$ cat config.mk
export PLATFORM = sky130hd
export DESIGN_NAME = six_button_pad_poller_core
export DESIGN_NICKNAME = d
export VERILOG_FILES = /design/src/rtl/sbpp_pkg.sv /design/src/rtl/six_button_pad_poller_core.sv /design/src/rtl/sbpp_seq.sv /design/src/rtl/sbpp_skid.sv
export SDC_FILE = /design/constraint.sdc
export NUM_CORES = 1
export LEC_CHECK = 0
export BUFFER_PORTS_ARGS = -buffer_cell sky130_fd_sc_hd__buf_4
export CAP_MARGIN = 20
export CORE_UTILIZATION = 43
export CTS_BUF_LIST = sky130_fd_sc_hd__clkbuf_4
export CTS_CLUSTER_DIAMETER = 200
export DETAILED_ROUTE_END_ITERATION = 7
export SLEW_MARGIN = 40
export SYNTH_ARGS = -nofsm -noshare
export SYNTH_HDL_FRONTEND = slang
export SYNTH_SLANG_ARGS = --single-unit
export TNS_END_PERCENT = 30
$ cat constraint.sdc
create_clock -name clk -period 6.7 [get_ports clk]
set_input_delay 0.67 -clock clk [delete_from_list [all_inputs] [get_ports clk]]
set_output_delay 0.67 -clock clk [all_outputs]
set_load 0.005 [all_outputs]
$ cat src/rtl/sbpp_pkg.sv
// Shared types and constants for the six-button pad poller.
package sbpp_pkg;

  localparam int PIN_W     = 6;
  localparam int BTN_W     = 12;
  localparam int IDLE_W    = 16;
  localparam int PULSE_W   = 8;
  localparam int CFG_IDX_W = 2;
  localparam int CFG_DAT_W = 16;

  localparam logic [IDLE_W-1:0]  IDLE_TICKS_RST  = IDLE_W'(1000);
  localparam logic [PULSE_W-1:0] PULSE_TICKS_RST = PULSE_W'(2);

  localparam logic [CFG_IDX_W-1:0] CFG_IDLE_TICKS  = CFG_IDX_W'(0);
  localparam logic [CFG_IDX_W-1:0] CFG_PULSE_TICKS = CFG_IDX_W'(1);

  typedef struct packed {
    logic [IDLE_W-1:0]  idle_ticks;
    logic [PULSE_W-1:0] pulse_ticks;
  } cfg_t;

  typedef struct packed {
    logic             select_level;
    logic [BTN_W-1:0] buttons;
    logic             changed;
  } res_t;

endpackage

$ cat src/rtl/six_button_pad_poller_core.sv
// Six-button pad poller: config registers, sequencer and result buffer.
// A result beat is registered in the output register, or in the skid slot while the output register is held.
// Throughput: one beat per cycle while in_stall is low; each beat steps the sequencer's phase or its counters.
// in_stall rises only when the output register and its skid slot are both full.
// Synchronous active-low reset: sequencer at snapshot, select high, buttons clear,
// idle_ticks 1000, pulse_ticks 2, result buffer empty.
module six_button_pad_poller_core
  import sbpp_pkg::*;
(
  input  logic                 clk,
  input  logic                 rst_n,
  input  logic                 in_valid,
  output logic                 in_stall,
  input  logic [PIN_W-1:0]     in_pin_levels,
  output logic                 out_valid,
  input  logic                 out_stall,
  output logic                 out_select_level,
  output logic [BTN_W-1:0]     out_buttons,
  output logic                 out_changed,
  input  logic                 cfg_valid,
  output logic                 cfg_ready,
  input  logic [CFG_IDX_W-1:0] cfg_index,
  input  logic [CFG_DAT_W-1:0] cfg_data
);

  cfg_t cfg_r;
  res_t res;
  res_t out_data;
  logic full;
  logic step;

  assign cfg_ready = 1'b1;

  always_ff @(posedge clk) begin
    if (!rst_n) begin
      cfg_r.idle_ticks  <= IDLE_TICKS_RST;
      cfg_r.pulse_ticks <= PULSE_TICKS_RST;
    end else if (cfg_valid && cfg_ready) begin
      unique case (cfg_index)
        CFG_IDLE_TICKS:  cfg_r.idle_ticks  <= cfg_data[IDLE_W-1:0];
        CFG_PULSE_TICKS: cfg_r.pulse_ticks <= cfg_data[PULSE_W-1:0];
        default: ;
      endcase
    end
  end

  assign in_stall = full;
  assign step     = in_valid && !full;

  sbpp_seq u_seq (
    .clk        (clk),
    .rst_n      (rst_n),
    .step       (step),
    .pin_levels (in_pin_levels),
    .cfg        (cfg_r),
    .res        (res)
  );

  sbpp_skid u_skid (
    .clk       (clk),
    .rst_n     (rst_n),
    .push      (step),
    .push_data (res),
    .full      (full),
    .out_valid (out_valid),
    .out_stall (out_stall),
    .out_data  (out_data)
  );

  assign out_select_level = out_data.select_level;
  assign out_buttons      = out_data.buttons;
  assign out_changed      = out_data.changed;

endmodule

$ cat src/rtl/sbpp_seq.sv
// Polling sequencer: phase, counters and button state, updated on each beat.
module sbpp_seq
  import sbpp_pkg::*;
(
  input  logic             clk,
  input  logic             rst_n,
  input  logic             step,
  input  logic [PIN_W-1:0] pin_levels,
  input  cfg_t             cfg,
  output res_t             res
);

  localparam logic [3:0] PH_SNAP     = 4'd0;
  localparam logic [3:0] PH_SEL_HI   = 4'd1;
  localparam logic [3:0] PH_READ_HI  = 4'd2;
  localparam logic [3:0] PH_SEL_LO   = 4'd3;
  localparam logic [3:0] PH_READ_LO  = 4'd4;
  localparam logic [3:0] PH_P1_LO    = 4'd5;
  localparam logic [3:0] PH_P1_HI    = 4'd6;
  localparam logic [3:0] PH_P2_LO    = 4'd7;
  localparam logic [3:0] PH_P2_HI    = 4'd8;
  localparam logic [3:0] PH_P3_LO    = 4'd9;
  localparam logic [3:0] PH_P3_HI    = 4'd10;
  localparam logic [3:0] PH_READ_XYZ = 4'd11;
  localparam logic [3:0] PH_COMPARE  = 4'd12;
  localparam logic [3:0] PH_IDLE     = 4'd13;

  logic [3:0]         phase_r, phase_nxt;
  logic [IDLE_W-1:0]  idle_cnt_r, idle_cnt_nxt;
  logic [PULSE_W-1:0] pulse_cnt_r, pulse_cnt_nxt;
  logic [BTN_W-1:0]   cur_r, cur_nxt;
  logic [BTN_W-1:0]   prev_r, prev_nxt;
  logic               sel_r, sel_nxt;
  logic               changed;
  logic [PIN_W-1:0]   pressed;

  assign pressed = ~pin_levels;

  always_comb begin
    phase_nxt     = phase_r;
    idle_cnt_nxt  = idle_cnt_r;
    pulse_cnt_nxt = pulse_cnt_r;
    cur_nxt       = cur_r;
    prev_nxt      = prev_r;
    sel_nxt       = sel_r;
    changed       = 1'b0;
    unique case (phase_r) inside
      PH_SNAP: begin
        prev_nxt     = cur_r;
        idle_cnt_nxt = cfg.idle_ticks;
        phase_nxt    = PH_SEL_HI;
      end
      PH_SEL_HI: begin
        sel_nxt   = 1'b1;
        phase_nxt = PH_READ_HI;
      end
      PH_READ_HI: begin
        cur_nxt[3:0] = pressed[3:0];
        cur_nxt[5]   = pressed[4];
        cur_nxt[6]   = pressed[5];
        phase_nxt    = PH_SEL_LO;
      end
      PH_SEL_LO: begin
        sel_nxt   = 1'b0;
        phase_nxt = PH_READ_LO;
      end
      PH_READ_LO: begin
        cur_nxt[4] = pressed[4];
        cur_nxt[7] = pressed[5];
        phase_nxt  = PH_P1_LO;
      end
      PH_P1_LO, PH_P1_HI, PH_P2_LO, PH_P2_HI, PH_P3_LO, PH_P3_HI: begin
        if (pulse_cnt_r != '0) begin
          pulse_cnt_nxt = pulse_cnt_r - PULSE_W'(1);
          sel_nxt       = ~phase_r[0];
        end else begin
          pulse_cnt_nxt = cfg.pulse_ticks;
          phase_nxt     = phase_r + 4'd1;
        end
      end
      PH_READ_XYZ: begin
        cur_nxt[10]   = pressed[0];
        cur_nxt[9]    = pressed[1];
        cur_nxt[8]    = pressed[2];
        cur_nxt[11]   = pressed[3];
        pulse_cnt_nxt = cfg.pulse_ticks;
        phase_nxt     = PH_COMPARE;
      end
      PH_COMPARE: begin
        changed   = (cur_r != prev_r);
        phase_nxt = PH_IDLE;
      end
      PH_IDLE: begin
        if (idle_cnt_r != '0) begin
          idle_cnt_nxt = idle_cnt_r - IDLE_W'(1);
        end else begin
          phase_nxt = PH_SNAP;
        end
      end
      default: begin
        phase_nxt = PH_SNAP;
      end
    endcase
  end

  always_ff @(posedge clk) begin
    if (!rst_n) begin
      phase_r     <= PH_SNAP;
      idle_cnt_r  <= '0;
      pulse_cnt_r <= '0;
      cur_r       <= '0;
      prev_r      <= '0;
      sel_r       <= 1'b1;
    end else if (step) begin
      phase_r     <= phase_nxt;
      idle_cnt_r  <= idle_cnt_nxt;
      pulse_cnt_r <= pulse_cnt_nxt;
      cur_r       <= cur_nxt;
      prev_r      <= prev_nxt;
      sel_r       <= sel_nxt;
    end
  end

  assign res.select_level = sel_nxt;
  assign res.buttons      = cur_nxt;
  assign res.changed      = changed;

endmodule

$ cat src/rtl/sbpp_skid.sv
// Output register with skid slot for result beats.
module sbpp_skid
  import sbpp_pkg::*;
(
  input  logic clk,
  input  logic rst_n,
  input  logic push,
  input  res_t push_data,
  output logic full,
  output logic out_valid,
  input  logic out_stall,
  output res_t out_data
);

  logic out_vld_r, out_vld_nxt;
  logic skid_vld_r, skid_vld_nxt;
  res_t out_r, out_nxt;
  res_t skid_r, skid_nxt;
  logic take;

  assign take = out_vld_r && !out_stall;

  always_comb begin
    out_vld_nxt  = out_vld_r;
    skid_vld_nxt = skid_vld_r;
    out_nxt      = out_r;
    skid_nxt     = skid_r;
    if (take) begin
      out_vld_nxt = 1'b0;
    end
    if (take && skid_vld_r) begin
      out_nxt      = skid_r;
      out_vld_nxt  = 1'b1;
      skid_vld_nxt = 1'b0;
    end
    if (push) begin
      if (!out_vld_nxt) begin
        out_nxt     = push_data;
        out_vld_nxt = 1'b1;
      end else begin
        skid_nxt     = push_data;
        skid_vld_nxt = 1'b1;
      end
    end
  end

  always_ff @(posedge clk) begin
    if (!rst_n) begin
      out_vld_r  <= 1'b0;
      skid_vld_r <= 1'b0;
    end else begin
      out_vld_r  <= out_vld_nxt;
      skid_vld_r <= skid_vld_nxt;
    end
  end

  always_ff @(posedge clk) begin
    out_r  <= out_nxt;
    skid_r <= skid_nxt;
  end

  assign full      = skid_vld_r;
  assign out_valid = out_vld_r;
  assign out_data  = out_r;

endmodule

---- After elaboration in Yosys (flattened, before gate mapping) ----
Index checks and enable logic that the tools add are counted.
operators by class
  add/sub/neg operators ................... 3
  equal/unequal tests ..................... 18
  muxes and demuxes ....................... 24
  bitwise gates (word level) .............. 2
  reductions and logical operators ........ 19
operators by type and width
  operator                 number
  $mux W14                 3
  $pmux W4 S9              1
  $pmux W16 S2             1
  $eq A4 B4 Y1 const B     6
  $eq A4 B3 Y1 const B     4
  $mux W16                 1
  $mux W4                  4
  $pmux W8 S2              1
  $reduce_bool A16 Y1      1
  $sub A16 B1 Y16 const B  1
  $ne A12 B12 Y1           1
  $mux W1                  10
  $reduce_and A2 Y1        5
  $eq A4 B2 Y1 const B     2
  $mux W8                  1
  $reduce_bool A8 Y1       1
  $sub A8 B1 Y8 const B    1
  $ne A2 B2 Y1 const B     3
  $not A6 Y6               1
  $reduce_and A3 Y1        2
  $reduce_or A6 Y1         1
  $add A4 B1 Y4 const B    1
  $eq A4 B1 Y1 const B     1
  $logic_not A4 Y1         1
  8 further kinds          12
word-level totals
  register bits after elaboration ......... 107
  input port bits ......................... 29
  output and inout bits ................... 17
  word-level logic and storage cells ...... 82

---- Depth between registers and ports, before layout ----
Gate-level depths: netlist of the first run.
  depth after elaboration ................. 6
  depth in mapped cells ................... 9
  mapped depth without buffers ............ 7

---- Cells and area by module ----
From an unflattened synthesis of the first run, not the netlist that was laid out.
second synthesis, totals
  cell total of the unflattened synthesis .. 623
  area total of the unflattened synthesis .. 5429.0 µm²
by module, submodules not included
  module                      times used  cells each  area each (µm²)  sequential area each (µm²)
  sbpp_seq                    1           410         3099.2           1061.0
  sbpp_skid                   1           106         1301.2           740.7
  six_button_pad_poller_core  1           107         1028.5           480.5

---- Worst setup path before layout of the first run ----
No wires, ideal clock.
  path type ............................... input to register
  start point ............................. input port in_valid
  end point ............................... register u_skid.skid_r[0] (netlist name), enable pin
  setup time .............................. 0.384 ns
  data arrival time ....................... 1.761 ns
  data required time ...................... 6.316 ns
  setup slack ............................. 4.555 ns
  stages on the path ...................... 4
  path buffers ............................ 2
  cells stage by stage .................... nand2b_1 clkbuf_1 buf_1 nor2_1
on the way
  word-level cells in the longest chain between the ends .. 2
ends and longest elaborated chain
  element                             RTL line                          text
  start, declared                     six_button_pad_poller_core.sv:12  input logic in_valid,
  $logic_and A1 B1 Y1                 six_button_pad_poller_core.sv:48  assign step = in_valid && !full;
  $reduce_and A2 Y1 (no source line)  -
  end signal, assigned                sbpp_skid.sv:59                   skid_r <= skid_nxt;
  end, declared                       sbpp_skid.sv:18                   res_t skid_r, skid_nxt;
Every way passes these cells.
A chain may end at the register's enable or synchronous reset.

---- Worst setup path in the final report of the first run ----
  start point ............................. register u_seq.phase_r[0]
  end point ............................... register u_seq.idle_cnt_r[7]
on the way
  word-level cells in the longest chain between the ends .. 3
  elaborated cells between the ends (all ways) .. 6
  those cells by class .................... eq/ne (2); mux (1); reduce/logical (3)
ends and longest elaborated chain
  element                                                                     RTL line         text
  start, declared                                                             sbpp_seq.sv:28   logic [3:0] phase_r, phase_nxt;
  start signal, assigned                                                      sbpp_seq.sv:115  phase_r <= phase_nxt;
  $eq A4 B4 Y1 (no source line) / $logic_not A4 Y1 (equally long branches)    -
  $ne A2 B2 Y1 (no source line) / $reduce_bool A2 Y1 (equally long branches)  -
  $reduce_and A3 Y1 (no source line)                                          -
  end signal, assigned                                                        sbpp_seq.sv:116  idle_cnt_r <= idle_cnt_nxt;
  end, declared                                                               sbpp_seq.sv:29   logic [IDLE_W-1:0] idle_cnt_r, idle_cnt_nxt;
Several ways; a longest one is shown, not always the timed one.

==> out/qor.csv, run 1 <==
stage;metric;value;unit
timing;worst_pin_slew;809;ps
timing;min_period;2690;ps
min_path;hp-start;cfg_data[9];
logic_synthesis;yosysTopAreaCellShare;37.1;%
placed_design;dp_cells;738;
timing;drv_slew;0;
power_and_ir_drop;powerDensity;249;nW/um^2
timing;finalCritPeriodShare;40.1;%
power_and_ir_drop;leakagePower;0.00229;uW
floorplanning;die_h;110;microns
route;detail-route-antenna-nets;0;
power_and_ir_drop;combinationalPowerShare;19.4;%
global_routing;grt_max_degree;65;
timing;setup_viol;0;
critical_path;start_kind;register;
floorplanning;io_pins;46;
global_routing;antenna_found_initial;0;
cells_and_area;drive_gt1_share;13.4;%
logic_synthesis;seq_area_frac_synth;45.4;%
timing;tns;0;ps
placed_design;dp_hpwl;7830;microns
min_path;hold_class;input pin to register;
route;vias;4241;
clock_network;post-cts-setup-buffers;0;
floorplanning;coreArea;11400;sq um
logic_synthesis;ys.flop_type;dfxtp_1;
cells_and_area;nets;643;
min_path;hold_depth;3;
power_and_ir_drop;p_clk_share;29.0;%
placed_design;port_buffers;44;
critical_path;rr_startpoint;u_seq.phase_r[0];
global_routing;grt_pass1_vias;3750;
logic_synthesis;synth_area;5020;sq um
route;wirelength;11500;microns
logic_synthesis;yosys-top-cells-area;dfxtp_1 37%, edfxtp_1 8.4%, a21oi_1 7.3%;
logic_synthesis;yosysWarnings;0;
logic_synthesis;synth_cells;585;
logic_synthesis;synth_nets;622;
cells_and_area;multiInputGateArea;2570;sq um
cells_and_area;fillerInstances;1131;
critical_path;r2r.worst_path.cells;6;
power_and_ir_drop;pwr-share-seq;51.6;%
route;wl_per_cell;15.3;microns
placed_design;place_area;5420;sq um
clock_network;clock_sinks;107;
clock_network;clkLatencyLatePin;500;ps
clock_network;ctsHoldBuffers;0;
logic_synthesis;synth_edf_count;14;
logic_synthesis;ys_types;64;
timing;finalClockSkew;10.6;ps
critical_path;critPathMaxFanout;32;
logic_synthesis;yosys.area.top_type;dfxtp_1;
power_and_ir_drop;switchingPower;427;uW
power_and_ir_drop;peakVddDrop;0.133;mV
power_and_ir_drop;intPower;965;uW
cells_and_area;num_antenna_cells;0;
critical_path;rrSetupSlack;4010;ps
route;drc_errors;0;
clock_network;tritoncts;built;
logic_synthesis;synth_seq_cells;107;
cells_and_area;design_area;5600;sq um
floorplanning;die-area;12100;sq um
route;first_pass_iters;5;
timing;max_slew_margin;45.9;%
cells_and_area;instances_no_fill;754;
placed_design;gp_congestion;0.769;
route;via_per_inst;5.62;
clock_network;clk_pin_slew;170;ps
cells_and_area;final-seq-area;2280;sq um
cells_and_area;area_growth;11.5;%
clock_network;tritoncts.num_buffers;9;
critical_path;r2r_end;u_seq.idle_cnt_r[7];
critical_path;path_class;register to register;
route;dr.first_iter.drc_count;220;
flow_run;cap_violations;0;
critical_path;worst_ep_arrival_time;3120;ps
logic_synthesis;synthArstFlopShare;0;%
timing;finalHoldViolations;0;
critical_path;end_kind;register;
timing;rsz0062_at_grt;false;
global_routing;grt_pass1_wl;18500;microns
floorplanning;die_w;110;microns
global_routing;gr-total-overflow;0;
logic_synthesis;avgSynthCellArea;8.59;sq um
critical_path;required;7130;ps
status;status;completed;
global_routing;grt_use_total;20.1;%
clock_network;clockBufferDepth;2;
min_path;hold_end;cfg_r[17];
clock_network;root_buffer;clkbuf_4;
power_and_ir_drop;switching_share;30.7;%
clock_network;htreeDepth;3;
floorplanning;initial_utilization;44.0;%
timing;fmax;0.372;GHz
clock_network;ctsResizeCount;0;
floorplanning;num_rows;39;
-- power by group through the flow --
stage               clock network, uW  logic, uW  registers, uW
floorplan                           0        187            726
global placement                    0        262            731
detailed placement                  0        270            733
CTS                               413        271            719
global route                      438        302            725
finish                            404        269            719
-- worst max-delay path by stage --
stage | start | to | slack (ps)
5_1_grt | u_seq.phase_r[0] | u_seq.idle_cnt_r[7] | 3840
6_report | u_seq.phase_r[0] | u_seq.idle_cnt_r[7] | 4010
2_1_floorplan | in_valid | u_skid.skid_r[0] | 4550
3_3_place_gp | in_valid | u_seq.idle_cnt_r[12] | 3530
3_5_place_dp | in_valid | u_seq.idle_cnt_r[6] | 3800
4_1_cts | u_seq.phase_r[0] | u_seq.idle_cnt_r[6] | 4050
-- kinds of logic after synthesis --
| group | count (synthesis) | synth area share, % |
|---|---|---|
| adders and majority gates | 8 | 1.99 |
| AOI/OAI and AO/OA | 145 | 17.9 |
| muxes | 35 | 6.98 |
| DFF | 107 | 45.4 |
| buffers and inverters | 46 | 3.89 |
| other | 1 | 0.0747 |
| xor gates and xnor gates | 12 | 2.09 |
| and+or+nand+nor | 231 | 21.6 |
-- Yosys cell counts (all sizes together), types with 2 or more instances --
master / number
a21boi: 4
a21o: 4
a21oi: 73
a22o: 2
a22oi: 5
a31oi: 2
a32oi: 3
and2: 4
and3: 2
buf: 14
clkbuf: 23
dfxtp: 93
edfxtp: 14
ha: 8
inv: 9
mux2i: 35
nand2: 89
nand2b: 2
nand3: 15
nand3b: 3
nand4: 6
nor2: 66
nor2b: 4
nor3: 14
nor3b: 5
nor4: 5
nor4b: 2
o211ai: 9
o21a: 2
o21ai: 21
o22ai: 2
o31ai: 7
o32ai: 4
or2: 4
or3: 4
xnor2: 12
-- state kept, by name, summed over array words and instances, names as in the netlist --
name,count
u_seq.cur_r,12
u_seq.phase_r,4
u_skid.out_data,14
cfg_r,24
u_seq.prev_r,12
u_seq.pulse_cnt_r,8
u_seq.idle_cnt_r,16
u_skid.out_valid,1
u_skid.skid_r,14
u_seq.sel_r,1
u_skid.full,1
-- final cells by class --
class                   count  share of cell area [%]
well taps                 143                    3.20
inverters                   9                   0.648
multi-input cells         432                    45.9
repair buffers             47                    6.30
flip-flops and latches    107                    40.8
clock buffers               9                    1.21
clock inverters             7                    1.99
-- worst max-delay path: stages (launching register included) --
cell and delay [ps]:
dfxtp_1 420, inv_1 130, ha_1 310, nand3_1 600
a21boi_4 770, o21ai_0 220, a21oi_1 160
-- placed cells by master (no fill, tap or decap), drive strengths merged, types with 3 or more instances in the layout --
| cell type | count |
|---|---|
| edfxtp | 14 |
| a32oi | 3 |
| or3 | 4 |
| o32ai | 4 |
| nor2 | 66 |
| ha | 8 |
| nor2b | 4 |
| xnor2 | 12 |
| o21ai | 21 |
| inv | 14 |
| a22oi | 5 |
| a21oi | 73 |
| o211ai | 9 |
| a21o | 4 |
| nor3b | 5 |
| dfxtp | 93 |
| a21boi | 4 |
| nor3 | 14 |
| or2 | 4 |
| mux2i | 35 |
| nand3b | 3 |
| o31ai | 7 |
| nand2 | 89 |
| and2 | 4 |
| nor4 | 5 |
| nand4 | 6 |
| buf | 47 |
| clkbuf | 9 |
| nand3 | 15 |
-- through the flow --
stage          hold WS, ps  util [%]  power [uW]  setup slack, ps
6_report               378      49.0        1390             4010
5_1_grt                367      49.0        1460             3840
4_1_cts                367      49.0        1400             4050
3_5_place_dp           452      47.4        1000             3800
3_3_place_gp           448      47.3         993             3530
2_1_floorplan          436         -         913             4550
-- per-layer routing --
metal  global-route usage, %  vias to the layer above  share of wire (%)
met5                       0                        -                  0
met4                    7.71                        0                1.2
met3                    3.53                       11                4.9
met2                    32.6                      105                 47
met1                    26.6                     2026                 47
li1                        -                     2099                  -
Power figures use the tool's default switching activity.
==> run 2: changes to the inputs <==
- clock period: 6.7 -> 2.8 ns (I/O delays scaled with it)
==> run 2 against run 1 <==
  * Non-clock buffer count rose by 15
  * Maximum frequency grew 12%
  * Total power rose by 130%
  * Utilization grew 0.73 points
  * Sequential power is 140% higher
  * Highest routed layer unchanged
  * Sequential share of layout area is 0.60 points lower
  * Sequential cell count unchanged
  * Clock power rose by 100%
  * Via count decreased by 0.90%
  * Count of clock-buffer cells in the layout increased by 1
==> out/qor.csv, run 2 (synthesis results as in run 1) <==
stage;metric;value;unit;change
status;status;completed;;unchanged
clock_network;tritoncts;built;;unchanged
floorplanning;die_w;110;microns;unchanged
critical_path;critPathMaxFanout;7;;was 32
global_routing;gr-usage-met3;4.29;%;was 3.53%
global_routing;gr-total-overflow;0;;unchanged
timing;worst_slack;395;ps;was 4010 ps
cells_and_area;multiInputGateArea;2550;sq um;was 2570 sq um
global_routing;grt_use_total;20.3;%;was 20.1%
critical_path;worst_ep_arrival_time;2770;ps;was 3120 ps
floorplanning;num_rows;39;;unchanged
timing;max_slew_margin;47.5;%;was 45.9%
placed_design;port_buffers;44;;unchanged
global_routing;grt_pass1_vias;3816;;was 3750
clock_network;clk_pin_slew;170;ps;about the same
timing;finalClockSkew;14.4;ps;was 10.6 ps
timing;setup_viol;0;;unchanged
timing;holdWs;30.7;ps;was 378 ps
timing;fmax;0.416;GHz;was 0.372 GHz
route;detail-route-antenna-nets;0;;unchanged
cells_and_area;final-seq-area;2280;sq um;unchanged
floorplanning;die_h;110;microns;unchanged
timing;finalHoldViolations;0;;unchanged
timing;finalCritPeriodShare;85.9;%;was 40.1%
clock_network;post-cts-setup-buffers;0;;unchanged
clock_network;clkLatencyLatePin;490;ps;was 500 ps
clock_network;clockBufferDepth;2;;unchanged
global_routing;grt_max_degree;43;;was 65
clock_network;clock_sinks;107;;unchanged
power_and_ir_drop;power.total;3200;uW;was 1390 uW
cells_and_area;final_common_cell;dfxtp_1;;unchanged
timing;worst_pin_slew;786;ps;was 809 ps
floorplanning;coreArea;11400;sq um;unchanged
cells_and_area;drive_gt1_share;14.2;%;was 13.4%
power_and_ir_drop;leakagePower;0.00233;uW;was 0.00229 uW
global_routing;antenna_found_initial;1;;was 0
cells_and_area;area_growth;13.1;%;was 11.5%
route;wirelength;11400;microns;was 11500 microns
flow_run;cap_violations;0;;unchanged
route;dr.first_iter.drc_count;343;;was 220
route;wl_per_cell;14.8;microns;was 15.3 microns
route;drc_errors;0;;unchanged
critical_path;start_kind;register;;unchanged
route;via_per_inst;5.46;;was 5.62
min_path;hold_class;input pin to register;;unchanged
timing;drv_slew;0;;unchanged
clock_network;htreeDepth;3;;unchanged
global_routing;grtUsageMet1;27.8;%;was 26.6%
floorplanning;die-area;12100;sq um;unchanged
global_routing;grt.busiest_layer;met2;;unchanged
timing;rsz0062_at_grt;false;;unchanged
placed_design;dp_hpwl;7930;microns;was 7830 microns
critical_path;critPathMaxStageDelay;440;ps;was 770 ps
cells_and_area;fillerInstances;1124;;was 1131
placed_design;dpl_worst_slack;448;ps;was 3800 ps
cells_and_area;top_regs;cfg_r: 24 flops, u_seq.idle_cnt_r: 16 flops;;unchanged
critical_path;required;3170;ps;was 7130 ps
critical_path;slowest_stage;or3_4;;was a21boi_4
route;vias;4203;;was 4241
clock_network;root_buffer;clkbuf_4;;unchanged
cells_and_area;max_flop_register;cfg_r;;unchanged
power_and_ir_drop;peakVddDrop;0.272;mV;was 0.133 mV
global_routing;grt_util_met2;31.0;%;was 32.6%
critical_path;path_class;register to register;;unchanged
cells_and_area;final_cell_mix;93 x dfxtp_1, 87 x nand2_1, 73 x a21oi_1, 66 x nor2_1, 55 x buf_4;;was 93 x dfxtp_1, 87 x nand2_1, 73 x a21oi_1, 65 x nor2_1, 47 x buf_4
power_and_ir_drop;powerDensity;564;nW/um^2;was 249 nW/um^2
timing;tns;0;ps;unchanged
critical_path;crit_chain;inv_1 -> ha_1 -> or3_4 -> a22o_4 -> a221oi_4 -> nor4b_2 -> nor3_1;;was inv_1 -> ha_1 -> nand3_1 -> a21boi_4 -> o21ai_0 -> a21oi_1
placed_design;gp_congestion;0.760;;was 0.769
floorplanning;initial_utilization;44.0;%;unchanged
cells_and_area;nets;658;;was 643
cells_and_area;largest_register_ffs;24;;unchanged
critical_path;end_kind;register;;unchanged
clock_network;tritoncts.num_buffers;9;;unchanged
route;first_pass_iters;5;;unchanged
placed_design;dp_cells;746;;was 738
floorplanning;io_pins;46;;unchanged
timing;min_period;2410;ps;was 2690 ps
cells_and_area;instances_no_fill;770;;was 754
global_routing;grt_pass1_wl;18900;microns;was 18500 microns
[run 2: cell types whose count changed in the layout (fill, tap and decap cells not counted), moves of 3 or more]
cell / previous run / this run
buf_4: 47 / 55
dlygate4sd3_1: 0 / 7
clkinv_4: 0 / 4
inv_8: 3 / 0
[run 2: worst paths after layout]
| path | start | endpoint | slack, ps | cells after the start |
|---|---|---|---|---|
| setup reg to reg | u_seq.phase_r[0] | u_seq.phase_r[2] | 390 | 7 |
| hold reg to reg | cfg_r[21] | cfg_r[21] | 470 | 2 |
| hold / removal | cfg_data[12] | cfg_r[20] | 30 | 3 |
| setup / recovery | u_seq.phase_r[0] | u_seq.phase_r[2] | 390 | 7 |
[run 2: area by class of cell]
cell class,instances,share of cell area (%)
diodes,1,0.0440
clock buffers,10,1.32
clock inverters,6,1.30
inverters,9,0.595
multi-input cells,432,44.9
flip-flops and latches,107,40.2
well taps,143,3.15
repair buffers,62,8.50
[run 2: metal layers]
layer	share of wire (%)	routed length, microns
met1	49	5550
met2	45	5120
met3	4.9	563
met4	1.7	191
met5	0	0
[run 2: critical path, delay by kind of cell (launching register included)]
kind	cells	cell delay [ps]
buffers and inverters	1	130
DFF	1	420
adders and majority gates	1	280
AOI/OAI and AO/OA	2	680
and+or+nand+nor	3	800
[run 2: timing repair]
action | in CTS | in global routing
gates resized for setup | 0 | 0
endpoints found under the setup margin | 0 | 0
endpoints found under the hold margin | 5 | 2
hold buffers | 5 | 2
[run 2: through the flow]
| step | area [sq um] | utilization (%) |
|---|---|---|
| 3_3_place_gp | 5460 | 47.8 |
| 3_5_place_dp | 5460 | 47.8 |
| 4_1_cts | 5660 | 49.6 |
| 5_1_grt | 5680 | 49.8 |
| 2_1_floorplan | 5020 | - |
| 6_report | 5680 | 49.8 |
[run 2: power breakdown]
group          leakage (uW)  internal, uW  switching [uW]
combinational       0.00136           288             373
clock             0.0000812           292             532
sequential         0.000886          1650            71.6
total               0.00233          2230             976
